### src/rtl/lss_pkg.sv
// Package: types, codes and constants shared by the LIFO stack with search.
package lss_pkg;

  localparam int DEPTH_DEF = 16;
  localparam int WORD_W    = 32;
  localparam int POS_W     = 7;
  localparam int OP_W      = 3;
  localparam int ST_W      = 2;

  localparam logic [OP_W-1:0] OP_PUSH    = 3'd0;
  localparam logic [OP_W-1:0] OP_POP     = 3'd1;
  localparam logic [OP_W-1:0] OP_PEEK    = 3'd2;
  localparam logic [OP_W-1:0] OP_DISPLAY = 3'd3;
  localparam logic [OP_W-1:0] OP_SEARCH  = 3'd4;

  localparam logic [ST_W-1:0] ST_OK       = 2'd0;
  localparam logic [ST_W-1:0] ST_EMPTY    = 2'd1;
  localparam logic [ST_W-1:0] ST_FULL     = 2'd2;
  localparam logic [ST_W-1:0] ST_NOTFOUND = 2'd3;

  typedef struct packed {
    logic [OP_W-1:0]          op;
    logic signed [WORD_W-1:0] value;
  } req_t;

  typedef struct packed {
    logic [ST_W-1:0]          status;
    logic signed [WORD_W-1:0] word;
    logic [POS_W-1:0]         position;
    logic                     last;
  } rsp_t;

  typedef enum logic [2:0] {
    S_IDLE,
    S_DISPATCH,
    S_TOP,
    S_SCAN,
    S_FIN
  } state_t;

  typedef enum logic [1:0] {
    SRC_PUSH,
    SRC_RD,
    SRC_PEND,
    SRC_STATUS
  } src_t;

  // controller -> datapath
  typedef struct packed {
    logic            load;
    logic            rd_en;
    logic            p_inc;
    logic            wr_en;
    logic            cnt_inc;
    logic            cnt_dec;
    logic            pend_set;
    logic            pend_clr;
    logic            emit;
    src_t            src;
    logic [ST_W-1:0] status;
    logic            last;
  } cmd_t;

  // datapath -> controller
  typedef struct packed {
    logic [OP_W-1:0] op;
    logic            full;
    logic            empty;
    logic            scan_last;
    logic            match;
    logic            pend_valid;
    logic            out_free;
  } sts_t;

endpackage

### src/rtl/lss_dp.sv
// Datapath: stack memory, count, scan pointer, pending match and result register.
module lss_dp import lss_pkg::*; #(
  parameter int DEPTH = DEPTH_DEF
) (
  input  logic clk,
  input  logic rst,
  input  req_t req,
  input  cmd_t cmd,
  output sts_t sts,
  output logic rsp_valid,
  input  logic rsp_ready,
  output rsp_t rsp
);

  localparam int AW = (DEPTH > 1) ? $clog2(DEPTH) : 1;
  localparam int CW = $clog2(DEPTH + 1);

  logic [WORD_W-1:0] mem [DEPTH];
  logic [WORD_W-1:0] rd_data;
  logic [WORD_W-1:0] key;
  logic [WORD_W-1:0] pend_word;
  logic [CW-1:0]     pend_pos;
  logic              pend_valid;
  logic [OP_W-1:0]   op;
  logic [CW-1:0]     count;
  logic [CW-1:0]     p;
  logic [CW-1:0]     rd_pos;
  logic [CW-1:0]     rd_diff;
  logic [AW-1:0]     rd_addr;
  logic [AW-1:0]     wr_addr;

  assign rd_pos  = cmd.p_inc ? p + CW'(1) : p;
  assign rd_diff = count - rd_pos;
  assign rd_addr = rd_diff[AW-1:0];
  assign wr_addr = count[AW-1:0];

  always_ff @(posedge clk) begin
    if (cmd.wr_en) begin
      mem[wr_addr] <= key;
    end
    if (cmd.rd_en) begin
      rd_data <= mem[rd_addr];
    end
  end

  always_ff @(posedge clk) begin
    if (cmd.load) begin
      op  <= req.op;
      key <= req.value;
    end
    if (cmd.pend_set) begin
      pend_word <= rd_data;
      pend_pos  <= p;
    end
  end

  always_ff @(posedge clk) begin
    if (rst) begin
      count      <= '0;
      p          <= CW'(1);
      pend_valid <= 1'b0;
    end else begin
      if (cmd.cnt_inc) begin
        count <= count + CW'(1);
      end else if (cmd.cnt_dec) begin
        count <= count - CW'(1);
      end
      if (cmd.load) begin
        p <= CW'(1);
      end else if (cmd.p_inc) begin
        p <= p + CW'(1);
      end
      if (cmd.pend_set) begin
        pend_valid <= 1'b1;
      end else if (cmd.pend_clr) begin
        pend_valid <= 1'b0;
      end
    end
  end

  always_ff @(posedge clk) begin
    if (rst) begin
      rsp_valid <= 1'b0;
    end else if (cmd.emit) begin
      rsp_valid <= 1'b1;
    end else if (rsp_ready) begin
      rsp_valid <= 1'b0;
    end
  end

  always_ff @(posedge clk) begin
    if (cmd.emit) begin
      rsp.last <= cmd.last;
      case (cmd.src)
        SRC_PUSH: begin
          rsp.status   <= ST_OK;
          rsp.word     <= key;
          rsp.position <= POS_W'(1);
        end
        SRC_RD: begin
          rsp.status   <= ST_OK;
          rsp.word     <= rd_data;
          rsp.position <= POS_W'(p);
        end
        SRC_PEND: begin
          rsp.status   <= ST_OK;
          rsp.word     <= pend_word;
          rsp.position <= POS_W'(pend_pos);
        end
        default: begin
          rsp.status   <= cmd.status;
          rsp.word     <= '0;
          rsp.position <= '0;
        end
      endcase
    end
  end

  always_comb begin
    sts.op         = op;
    sts.full       = (count == CW'(DEPTH));
    sts.empty      = (count == '0);
    sts.scan_last  = (p == count);
    sts.match      = (rd_data == key);
    sts.pend_valid = pend_valid;
    sts.out_free   = !rsp_valid || rsp_ready;
  end

`ifndef NO_ASSERTIONS
  a_count_bound: assert property (@(posedge clk) disable iff (rst)
    count <= CW'(DEPTH))
    else $error("stack count above depth");

  a_no_overwrite: assert property (@(posedge clk) disable iff (rst)
    (rsp_valid && !rsp_ready) |-> !cmd.emit)
    else $error("result emitted over a stalled item");

  a_push_not_full: assert property (@(posedge clk) disable iff (rst)
    cmd.wr_en |-> (count < CW'(DEPTH)) && cmd.cnt_inc)
    else $error("push write while full");

  a_pop_dec: assert property (@(posedge clk) disable iff (rst)
    cmd.cnt_dec |=> count == $past(count) - CW'(1))
    else $error("pop did not shrink the stack");
`endif

endmodule

### src/rtl/lss_ctrl.sv
// Controller: state machine that sequences push, pop, peek, display and search.
module lss_ctrl import lss_pkg::*; (
  input  logic clk,
  input  logic rst,
  input  logic req_valid,
  output logic req_ready,
  input  sts_t sts,
  output cmd_t cmd
);

  state_t state, state_next;

  always_ff @(posedge clk) begin
    if (rst) begin
      state <= S_IDLE;
    end else begin
      state <= state_next;
    end
  end

  always_comb begin
    state_next = state;
    req_ready  = 1'b0;
    cmd        = '0;
    cmd.src    = SRC_STATUS;
    cmd.status = ST_OK;
    cmd.last   = 1'b1;
    unique case (state)
      S_IDLE: begin
        req_ready = 1'b1;
        if (req_valid) begin
          cmd.load   = 1'b1;
          state_next = S_DISPATCH;
        end
      end
      S_DISPATCH: begin
        unique case (sts.op) inside
          OP_PUSH: begin
            if (sts.out_free) begin
              cmd.emit = 1'b1;
              if (sts.full) begin
                cmd.status = ST_FULL;
              end else begin
                cmd.src     = SRC_PUSH;
                cmd.wr_en   = 1'b1;
                cmd.cnt_inc = 1'b1;
              end
              state_next = S_IDLE;
            end
          end
          OP_POP, OP_PEEK, OP_DISPLAY, OP_SEARCH: begin
            if (sts.empty) begin
              if (sts.out_free) begin
                cmd.emit   = 1'b1;
                cmd.status = ST_EMPTY;
                state_next = S_IDLE;
              end
            end else begin
              cmd.rd_en    = 1'b1;
              cmd.pend_clr = 1'b1;
              state_next   = (sts.op == OP_POP || sts.op == OP_PEEK) ? S_TOP : S_SCAN;
            end
          end
          default: begin
            state_next = S_IDLE;
          end
        endcase
      end
      S_TOP: begin
        if (sts.out_free) begin
          cmd.emit    = 1'b1;
          cmd.src     = SRC_RD;
          cmd.cnt_dec = (sts.op == OP_POP);
          state_next  = S_IDLE;
        end
      end
      S_SCAN: begin
        if (sts.op == OP_DISPLAY) begin
          if (sts.out_free) begin
            cmd.emit = 1'b1;
            cmd.src  = SRC_RD;
            cmd.last = sts.scan_last;
            if (sts.scan_last) begin
              state_next = S_IDLE;
            end else begin
              cmd.p_inc = 1'b1;
              cmd.rd_en = 1'b1;
            end
          end
        end else if (!(sts.match && sts.pend_valid && !sts.out_free)) begin
          if (sts.match) begin
            cmd.pend_set = 1'b1;
            if (sts.pend_valid) begin
              cmd.emit = 1'b1;
              cmd.src  = SRC_PEND;
              cmd.last = 1'b0;
            end
          end
          if (sts.scan_last) begin
            state_next = S_FIN;
          end else begin
            cmd.p_inc = 1'b1;
            cmd.rd_en = 1'b1;
          end
        end
      end
      S_FIN: begin
        if (sts.out_free) begin
          cmd.emit = 1'b1;
          if (sts.pend_valid) begin
            cmd.src = SRC_PEND;
          end else begin
            cmd.status = ST_NOTFOUND;
          end
          state_next = S_IDLE;
        end
      end
      default: begin
        state_next = S_IDLE;
      end
    endcase
  end

`ifndef NO_ASSERTIONS
  a_ready_idle: assert property (@(posedge clk) disable iff (rst)
    (req_valid && req_ready) |=> state == S_DISPATCH)
    else $error("accepted item not dispatched");

  a_pend_last: assert property (@(posedge clk) disable iff (rst)
    (cmd.emit && cmd.src == SRC_PEND && state == S_SCAN) |-> !cmd.last)
    else $error("earlier match marked last");

  a_fin_search: assert property (@(posedge clk) disable iff (rst)
    state == S_FIN |-> sts.op == OP_SEARCH)
    else $error("final search step outside a search");
`endif

endmodule

### src/rtl/lifo_stack_with_search_core.sv
// Top level: LIFO stack of signed words with pop, peek, listing and key search.
//
// Request channel (req_valid/req_ready, req): op and value. Response channel
// (rsp_valid/rsp_ready, rsp): status, word, 1-based position from the top and
// a last flag on the final response of each item.
// One item is handled at a time; req_ready is high while the controller idles.
// Pop and peek: S_DISPATCH reads the top word, then S_TOP registers the
// response once the output register is free. Push and any item on an empty
// stack: S_DISPATCH registers the response once the output register is free.
// Display: S_DISPATCH reads the top word, then S_SCAN emits one response per
// cycle while rsp_ready does not stall it, through the single registered read
// port of the stack memory. Search ends in S_FIN, which releases its final match
// or the not-found response. Unused op codes are accepted and dropped, unanswered.
// Responses leave from an output register; while rsp_ready is low the scan
// halts at the next response to emit and resumes when it is taken.
// Reset empties the stack (count to zero); memory contents are not cleared.
module lifo_stack_with_search_core import lss_pkg::*; #(
  parameter int DEPTH = DEPTH_DEF
) (
  input  logic clk,
  input  logic rst,
  input  logic req_valid,
  output logic req_ready,
  input  req_t req,
  output logic rsp_valid,
  input  logic rsp_ready,
  output rsp_t rsp
);

  cmd_t cmd;
  sts_t sts;

  lss_ctrl u_ctrl (
    .clk       (clk),
    .rst       (rst),
    .req_valid (req_valid),
    .req_ready (req_ready),
    .sts       (sts),
    .cmd       (cmd)
  );

  lss_dp #(
    .DEPTH (DEPTH)
  ) u_dp (
    .clk       (clk),
    .rst       (rst),
    .req       (req),
    .cmd       (cmd),
    .sts       (sts),
    .rsp_valid (rsp_valid),
    .rsp_ready (rsp_ready),
    .rsp       (rsp)
  );

endmodule

### config.mk
export PLATFORM = sky130hd
export DESIGN_NAME = lifo_stack_with_search_core
export DESIGN_NICKNAME = d
export VERILOG_FILES = /design/src/rtl/lss_pkg.sv /design/src/rtl/lss_dp.sv /design/src/rtl/lss_ctrl.sv /design/src/rtl/lifo_stack_with_search_core.sv
export SDC_FILE = /design/constraint.sdc
export NUM_CORES = 1
export LEC_CHECK = 0
export ABC_AREA = 0
export BUFFER_PORTS_ARGS = -buffer_cell sky130_fd_sc_hd__buf_2
export CELL_PAD_IN_SITES_DETAIL_PLACEMENT = 1
export CELL_PAD_IN_SITES_GLOBAL_PLACEMENT = 2
export CORE_UTILIZATION = 40
export DETAILED_ROUTE_END_ITERATION = 10
export PLACE_DENSITY_LB_ADDON = 0.25
export SYNTH_ARGS = -nofsm -noshare
export SYNTH_HDL_FRONTEND = slang
export SYNTH_HIERARCHICAL = 1
export SYNTH_SLANG_ARGS = --single-unit
### constraint.sdc
create_clock -name clk -period 9.3 [get_ports clk]
set_clock_uncertainty 0.15 [all_clocks]
set_input_delay 0.93 -clock clk [delete_from_list [all_inputs] [get_ports clk]]
set_output_delay 0.93 -clock clk [all_outputs]
set_load 0.02 [all_outputs]
==> results.cfg, run 1 <==
[run_status]
status = finished, final reports clean

[floorplanning]
die_area_sq_mm = 0.06652
coreArea_sq_mm = 0.06458
initial_core_util = 0.4057
rows = 93
die_h_um = 257.9
io_pins = 83
die_x_um = 257.9

[synthesis]
async_reset_ff_frac = 0
avgSynthCellArea_sq_um = 20.69
synth_edf_count = 656
ys_seq_area_frac = 0.7634
synthCells = 1266
netlist_area_sq_mm = 0.02620
yosys_warnings = 6
ys_types = 53
synth-seq-cells = 671
synth_ff_type = edfxtp_1

[timing]
setup_viol = 0
fin_crit_sh = 0.7127
rsz0062_at_grt = no
tightest_slew_ns = 1.047
fin_setup_tns_ns = 0
fmax_ghz = 0.1509
period_needed_ns = 6.628
slew_viol_final = 0
whs_ns = 0.3299
hold_violations = 0
slew_headroom = 0.3004

[clock_network]
cts_buffer_depth = 3
clkSlewWorstSetupHoldPaths_ns = 0.06
clock_sinks = 671
cts_buffers = 73
clockRootBuffer = clkbuf_16
hold_buffers = 0
cts_resized = 0
clock_latency_ns = 0.63
post-cts-setup-buffers = 0
htree_num_levels = 3
cts_tree = built

[power_and_ir_drop]
clockPowerShare = 0.447
comb_power_share = 0.045
power_density_mw_per_mm2 = 222.1
leakagePower_uw = 0.01042
p_switching_uw = 1425
intPower_uw = 5306
vdd.ir_drop.worst_mv = 0.1194
swShare = 0.2117
seqPwrFrac = 0.509

[critical_path]
crit_chain = xor2_1, nor4_1, nand4_1, nor2_1, nand2_1, a21oi_2, nor3_1, xor2_1, ha_4, inv_1, fa_4, buf_12, mux4_2, mux2i_1, mux2i_1
critPathTopFamily = simple AND/OR/NAND/NOR gates
critical_path.n_buffers_inverters = 2
cp_max_fo = 74
crit_arrival_ns = 6.80
worstSetupStartpointType = flop
worst_path_largest_cell_delay_ns = 1.44
cp.required_ns = 9.48
rr_endpoint = u_dp/rd_data[14]
ff2ff_setup_slack_ns = 2.67
r2r-start = u_dp/key[17]
critPathSlowestCell = fa_4
rr_worst_depth = 15
crit_type = flop to flop
cp-end-kind = flop

[cells_and_area]
fillers = 5856
syn2layout_area_growth_pct = 15.67
mostFrequentLayoutCells = 656 x edfxtp_1, 130 x mux2i_1, 128 x mux4_2
final_common_cell = edfxtp_1
layout.nets = 1440
final_util = 0.4692
stdcell_area_sq_mm = 0.03030
drive_gt1_frac = 0.2617
n_antenna_cell = 0

[worst_hold_path]
hold_depth = 1
min_from = req[21]
hold_end = u_dp/key[21]
hold_path_class = input port to flop

[routing]
drt_iter0_markers = 1029
wire_per_inst_um = 28.01
drt-vias-per-instance = 5.515
drc = 0
ant_nets = 0
finalWirelength_mm = 64.51
route.vias.total = 12700
first_pass_iters = 4

[global_route]
grt_pass1_vias = 13380
antenna_found_initial = 1
groute.usage.overall = 0.1978
grt_pass1_wl_mm = 93.69
grt_max_degree = 75
grt_overflow_total = 0

[placement]
placed_area_sq_mm = 0.02783
io_buffers = 80
gp_congestion = 0.7454
dp_hpwl_mm = 33.02

[flow_run]
max_cap_viol_count = 0
[synthesized netlist by cell type, types with 2 or more instances]
library cell,instances,area [sq um]
nor4_1,9,56.30
fa_1,2,40.04
buf_2,20,100.1
a21oi_1,12,60.06
edfxtp_1,656,19700
and3_1,3,18.77
inv_1,9,33.78
o21bai_1,3,22.52
clkbuf_1,28,105.1
buf_6,3,33.78
nand3_1,4,20.02
o21ai_0,38,190.2
nand4_1,5,31.28
nand3b_1,3,22.52
xor2_1,39,341.6
mux4_2,128,2883
nor2_1,26,97.59
buf_1,3,11.26
nand2_1,48,180.2
nand2b_1,7,43.79
dfxtp_1,15,300.3
nor3b_1,3,22.52
buf_4,7,52.55
o22ai_1,2,12.51
and2_1,2,12.51
mux2i_1,130,1301
a21o_1,3,22.52
a22o_1,3,26.28
nor3_1,14,70.07
ha_1,7,87.58
xnor2_1,8,70.07
nor2b_1,5,31.28
[per-layer routing]
| metal | GRT usage | routed length (um) |
|---|---|---|
| met2 | 0.3317 | 32190 |
| met3 | 0.03494 | 3136 |
| met5 | 0 | 14 |
| met4 | 0.05440 | 1125 |
| met1 | 0.2662 | 28040 |
[stage by stage]
| step | std cells | setup WS (ns) | power [uW] |
|---|---|---|---|
| 2_1_floorplan | 1267 | 4.296 | 3672 |
| 3_3_place_gp | 2172 | 2.716 | 3789 |
| 3_5_place_dp | 2172 | 2.575 | 3798 |
| 4_1_cts | 2303 | 2.536 | 6808 |
| 5_1_grt | 2303 | 2.328 | 6933 |
| 6_report | 2303 | 2.672 | 6731 |
[power by group through the flow]
stage	clock network (uW)	logic [uW]	registers (uW)
after detailed placement	0	309	3490
after floorplan	0	188	3480
final	3010	301	3420
after CTS	3070	310	3430
after global routing	3180	324	3430
after global placement	0	304	3480
[how the worst max path moves through the flow]
stage,to,depth (start not counted),from,slack (ns)
after floorplan,u_dp/mem[12][0],7,rsp_ready,4.30
after global placement,u_dp/rd_data[4],15,u_dp/key[17],2.72
after detailed placement,u_dp/rd_data[14],15,u_dp/key[17],2.57
after CTS,u_dp/rd_data[12],15,u_dp/key[17],2.54
after global routing,u_dp/rd_data[6],15,u_dp/key[17],2.33
final,u_dp/rd_data[14],15,u_dp/key[17],2.67
[kinds of logic (layout without fill, tap and decap cells)]
family                     after synthesis  in the layout  synth area share
DFF                                    671            671            0.7634
muxes                                  258            258            0.1597
and+or+nand+nor                        136            136           0.02565
AOI/OAI and AO/OA                       72             72           0.01643
buffers and inverters                   70            251           0.01285
xor gates and xnor gates                49             49           0.01696
adders and majority gates                9              9          0.004871
other                                    1              2         0.0001431
[layout make-up]
cell class	count	area, sq um	share of cell area
timing repair buffer	111	658.1	0.02172
multi-input combinational	526	6065	0.2001
clock inverter	43	555.5	0.01833
tap	855	1070	0.03530
sequential	671	20000	0.6600
clock buffer	88	1923	0.06346
inverter	9	33.78	0.001115
[flip-flops by register name, indices dropped and copies added, names as in the netlist, 3 cells and up]
name	flops
u_dp/pend_word	32
u_dp/pend_pos	5
u_dp/mem	512
u_dp/p	5
u_dp/op	3
u_dp/rsp	40
u_dp/rd_data	32
u_ctrl/state	3
u_dp/count	5
u_dp/key	32
Power figures use the tool's default switching activity.
==> run 2, diff against run 1 <==
==> constraint.sdc (replaced) <==
create_clock -name clk -period 6.65 [get_ports clk]
set_clock_uncertainty 0.15 [all_clocks]
set_input_delay 0.665 -clock clk [delete_from_list [all_inputs] [get_ports clk]]
set_output_delay 0.665 -clock clk [all_outputs]
set_load 0.02 [all_outputs]
==> results.cfg, run 2 (synthesis gave the netlist of run 1 again) <==
[clock_network]
clockRootBuffer = clkbuf_16
cts_resized = 0
post-cts-setup-buffers = 0
htree_num_levels = 3
cts_buffer_depth = 3
cts_buffers = 74
clock_sinks = 671
clock_latency_ns = 0.62
clkSlewWorstSetupHoldPaths_ns = 0.06
hold_buffers = 0
cts_tree = built

[critical_path]
r2r-start = u_dp/key[5]
cp.required_ns = 6.81
ff2ff_setup_slack_ns = 0.69
rr_worst_depth = 15
cp-end-kind = flop
worstSetupStartpointType = flop
cp-endpoint = u_dp/rd_data[3]
crit_chain = xor2_1, nor4_1, nand4_1, nor2_1, nand2_1, a21oi_2, nor3_1, xor2_1, ha_4, inv_1, fa_4, buf_12, mux4_2, mux2i_1, mux2i_1
cp_max_fo = 36
critical_path.n_buffers_inverters = 2
rr_endpoint = u_dp/rd_data[3]
cp-startpoint = u_dp/key[5]
critPathSlowestCell = fa_4
cp_num_cells = 15
worst_path_largest_cell_delay_ns = 1.07
crit_arrival_ns = 6.12
critPathTopFamily = simple AND/OR/NAND/NOR gates
crit_type = flop to flop

[routing]
met3_length_mm = 2.778
route.vias.total = 12670
drt_iter0_markers = 952
wl_met1_mm = 28.96
first_pass_iters = 4
wire_per_inst_um = 28.01
dr_wl_met2_mm = 32.17
ant_nets = 0
top_layer_used = met4
finalWirelength_mm = 65.04
drc = 0
drt-vias-per-instance = 5.457

[cells_and_area]
n_antenna_cell = 0
layout.nets = 1458
drive_gt1_frac = 0.2679
fillers = 5898
mostFrequentLayoutCells = 656 x edfxtp_1, 130 x mux2i_1, 128 x mux4_2
final_common_cell = edfxtp_1
top_register = u_dp/mem
final_util = 0.4706
syn2layout_area_growth_pct = 16.01
largestRegisters = u_dp/mem: 512 flops, u_dp/rsp: 40 flops
largest_register_ffs = 512

[timing]
fmax_ghz = 0.1679
slew_headroom = 0.2659
hold_violations = 0
tightest_slew_ns = 1.098
period_needed_ns = 5.956
fin_setup_tns_ns = 0
slew_viol_final = 0
setup_viol = 0
fin_crit_sh = 0.8957
rsz0062_at_grt = no

[placement]
dp_hpwl_mm = 35.24
io_buffers = 80
gp_congestion = 0.7560

[power_and_ir_drop]
vdd.ir_drop.worst_mv = 0.1751
power_density_mw_per_mm2 = 302.8
leakagePower_uw = 0.01048

[worst_hold_path]
hold_path_class = input port to flop
min_from = req[6]

[global_route]
grt_overflow_total = 0
grt_pass1_vias = 13290
antenna_found_initial = 0
groute.usage.overall = 0.1995
grt_pass1_wl_mm = 94.05
grt_max_degree = 41

[floorplanning]
die_area_sq_mm = 0.06652
rows = 93
die_h_um = 257.9
coreArea_sq_mm = 0.06458
initial_core_util = 0.4057
die_x_um = 257.9
io_pins = 83

[flow_run]
max_cap_viol_count = 0

[run_status]
status = finished, final reports clean
-- run 2: area by class of cell --
class,instances,area [sq um],share of cell area
Sequential cell,671,20000,0.6581
Clock inverter,45,399.1,0.01313
Clock buffer,88,1947,0.06406
Inverter,9,33.78,0.001112
Multi-Input combinational cell,526,6070,0.1997
Tap cell,855,1070,0.03520
Timing Repair Buffer,128,873.3,0.02874
-- run 2: worst min path at each step --
stage,to,cells after the start
after floorplan,u_dp/pend_valid,2
after global placement,u_dp/pend_word[25],0
after detailed placement,u_dp/pend_word[25],0
after CTS,u_dp/key[6],1
after global routing,u_dp/key[6],1
final,u_dp/key[6],1
-- run 2: power breakdown --
part | internal (uW) | switching [uW] | total, uW
Clock | 2330 | 1650 | 3980
Combinational | 184 | 265 | 449
Sequential | 4710 | 64.9 | 4780
-- run 2: metrics by stage --
step / area [sq um] / std cells / hold slack, ns / worst slack [ns] / total power [uW]
global placement: 28050 / 2189 / 0.3275 / 0.8487 / 5314
global route: 30390 / 2322 / 0.04774 / 0.5096 / 9485
detailed placement: 28050 / 2189 / 0.3362 / 0.7524 / 5323
finish: 30390 / 2322 / 0.07344 / 0.6937 / 9202
floorplan: 26200 / 1267 / 0.3076 / 1.911 / 5136
CTS: 30390 / 2322 / 0.03281 / 0.7313 / 9324
-- run 2: per-layer routing --
metal  vias up  global-route usage
li1       5446                   -
met1      6868              0.2777
met2       300              0.3280
met3        58             0.03043
met4         0             0.05473
met5         -                   0
==> run 3, diff against run 2 <==
==> constraint.sdc (replaced) <==
create_clock -name clk -period 7.25 [get_ports clk]
set_clock_uncertainty 0.15 [all_clocks]
set_input_delay 1.0875 -clock clk [delete_from_list [all_inputs] [get_ports clk]]
set_output_delay 1.0875 -clock clk [all_outputs]
set_load 0.02 [all_outputs]
==> results.cfg, run 3 (synthesis gave the netlist of run 1 again) <==
[clock_network]
cts_resized = 0
post-cts-setup-buffers = 0
cts_buffers = 72
clkSlewWorstSetupHoldPaths_ns = 0.06
cts_buffer_depth = 3
htree_num_levels = 3
clock_latency_ns = 0.62
clockRootBuffer = clkbuf_16
hold_buffers = 0
cts_tree = built
clock_sinks = 671

[power_and_ir_drop]
leakagePower_uw = 0.01035
vdd.ir_drop.worst_mv = 0.1354
power_density_mw_per_mm2 = 274.6
power_uw = 8283

[cells_and_area]
n_antenna_cell = 0
syn2layout_area_growth_pct = 15.15
fillers = 5943
final_common_cell = edfxtp_1
largest_register_ffs = 512
drive_gt1_frac = 0.2570
layout.nets = 1449
mostFrequentLayoutCells = 656 x edfxtp_1, 130 x mux2i_1, 128 x mux4_2
stdcell_area_sq_mm = 0.03017
largestRegisters = u_dp/mem: 512 flops, u_dp/rsp: 40 flops
top_register = u_dp/mem

[routing]
first_pass_iters = 5
drt-vias-per-instance = 5.422
finalWirelength_mm = 64.46
route.vias.total = 12530
wire_per_inst_um = 27.90
drc = 0
drt_iter0_markers = 984
ant_nets = 0

[timing]
hold_violations = 0
fin_crit_sh = 0.8799
setup_viol = 0
fin_setup_tns_ns = 0
fmax_ghz = 0.1568
slew_viol_final = 0
slew_headroom = 0.2341
tightest_slew_ns = 1.146
period_needed_ns = 6.379
rsz0062_at_grt = no
setup_ws_ns = 0.8709

[floorplanning]
rows = 93
die_x_um = 257.9
die_area_sq_mm = 0.06652
initial_core_util = 0.4057
die_h_um = 257.9
io_pins = 83
coreArea_sq_mm = 0.06458

[flow_run]
max_cap_viol_count = 0

[critical_path]
rr_endpoint = u_dp/rd_data[5]
cp-startpoint = u_dp/key[24]
cp.required_ns = 7.43
rr_worst_depth = 15
critPathSlowestCell = fa_4
crit_type = flop to flop
worst_path_largest_cell_delay_ns = 1.15
cp-end-kind = flop
ff2ff_setup_slack_ns = 0.87
cp_max_fo = 28
worstSetupStartpointType = flop
r2r-start = u_dp/key[24]
crit_arrival_ns = 6.56
crit_chain = xor2_1, nor4_1, nand4_1, nor2_1, nand2_1, a21oi_2, nor3_1, xor2_1, ha_4, inv_1, fa_4, buf_4, mux4_2, mux2i_1, mux2i_1

[placement]
placed_area_sq_mm = 0.02795
pre_cts_ws_ns = 0.8999
dp_hpwl_mm = 35.77
gp_congestion = 0.7453
io_buffers = 80

[global_route]
grt_pass1_vias = 13240
grt_max_degree = 43
groute.usage.overall = 0.1961
globalRouteMet2Util = 0.3324
grt_overflow_total = 0
antenna_found_initial = 1
use_met3 = 0.03357
gr-usage-met1 = 0.2598
grt.busiest_layer = met2
grt_pass1_wl_mm = 92.60

[worst_hold_path]
min_from = u_dp/rd_data[21]
hold_path_class = flop to flop
hold_depth = 0
hold_end = u_dp/pend_word[21]

[run_status]
status = finished, final reports clean
run 3: cell types whose count changed in the layout (fill, tap and decap cells not counted), sizes merged:
cell and delta:
clkinv -3, clkinvlp +1, buf -7, bufinv -2, clkbuf -1
run 3: area by class of cell:
cell class / count / area [sq um] / area share
Multi-Input combinational cell: 526 / 6065 / 0.2010
Tap cell: 855 / 1070 / 0.03546
Inverter: 9 / 33.78 / 0.001120
Clock buffer: 87 / 1879 / 0.06230
Timing Repair Buffer: 121 / 783.3 / 0.02596
Sequential cell: 671 / 20000 / 0.6630
Clock inverter: 41 / 336.6 / 0.01116
run 3: worst max-delay path by stage:
stage                       endpoint  slack [ns]  cells past startpoint
global route         u_dp/rd_data[5]        0.76                     15
finish               u_dp/rd_data[5]        0.87                     15
CTS                  u_dp/rd_data[5]        0.91                     15
detailed placement   u_dp/rd_data[5]        0.90                     15
global placement    u_dp/rd_data[12]        1.06                     15
floorplan            u_dp/mem[12][0]        2.09                      7
run 3: per-layer routing:
metal / up-vias / part of all wire
met5: - / 0
met4: 0 / 0.020
met3: 76 / 0.041
met2: 277 / 0.50
met1: 6752 / 0.44
li1: 5420 / -
run 3: worst max-delay path, delay by kind of cell, from the launching register on:
family,cells,cell delay (ns)
DFF,1,0.72
muxes,3,0.63
adders and majority gates,2,1.32
and+or+nand+nor,5,1.90
buffers and inverters,2,0.49
xor gates and xnor gates,2,0.63
AOI/OAI and AO/OA,1,0.24
run 3: per-stage QoR:
stage / cells / utilization / hold slack, ns
5_1_grt: 2310 / 0.4671 / 0.3639
2_1_floorplan: 1267 / - / 0.3076
3_3_place_gp: 2182 / 0.4328 / 0.3324
3_5_place_dp: 2182 / 0.4328 / 0.3355
4_1_cts: 2310 / 0.4671 / 0.3486
6_report: 2310 / 0.4671 / 0.3536
run 3: where the power goes:
part	internal (uW)	total [uW]	switching, uW
sequential	4320	4390	64.0
clock	2000	3500	1500
combinational	164	398	235
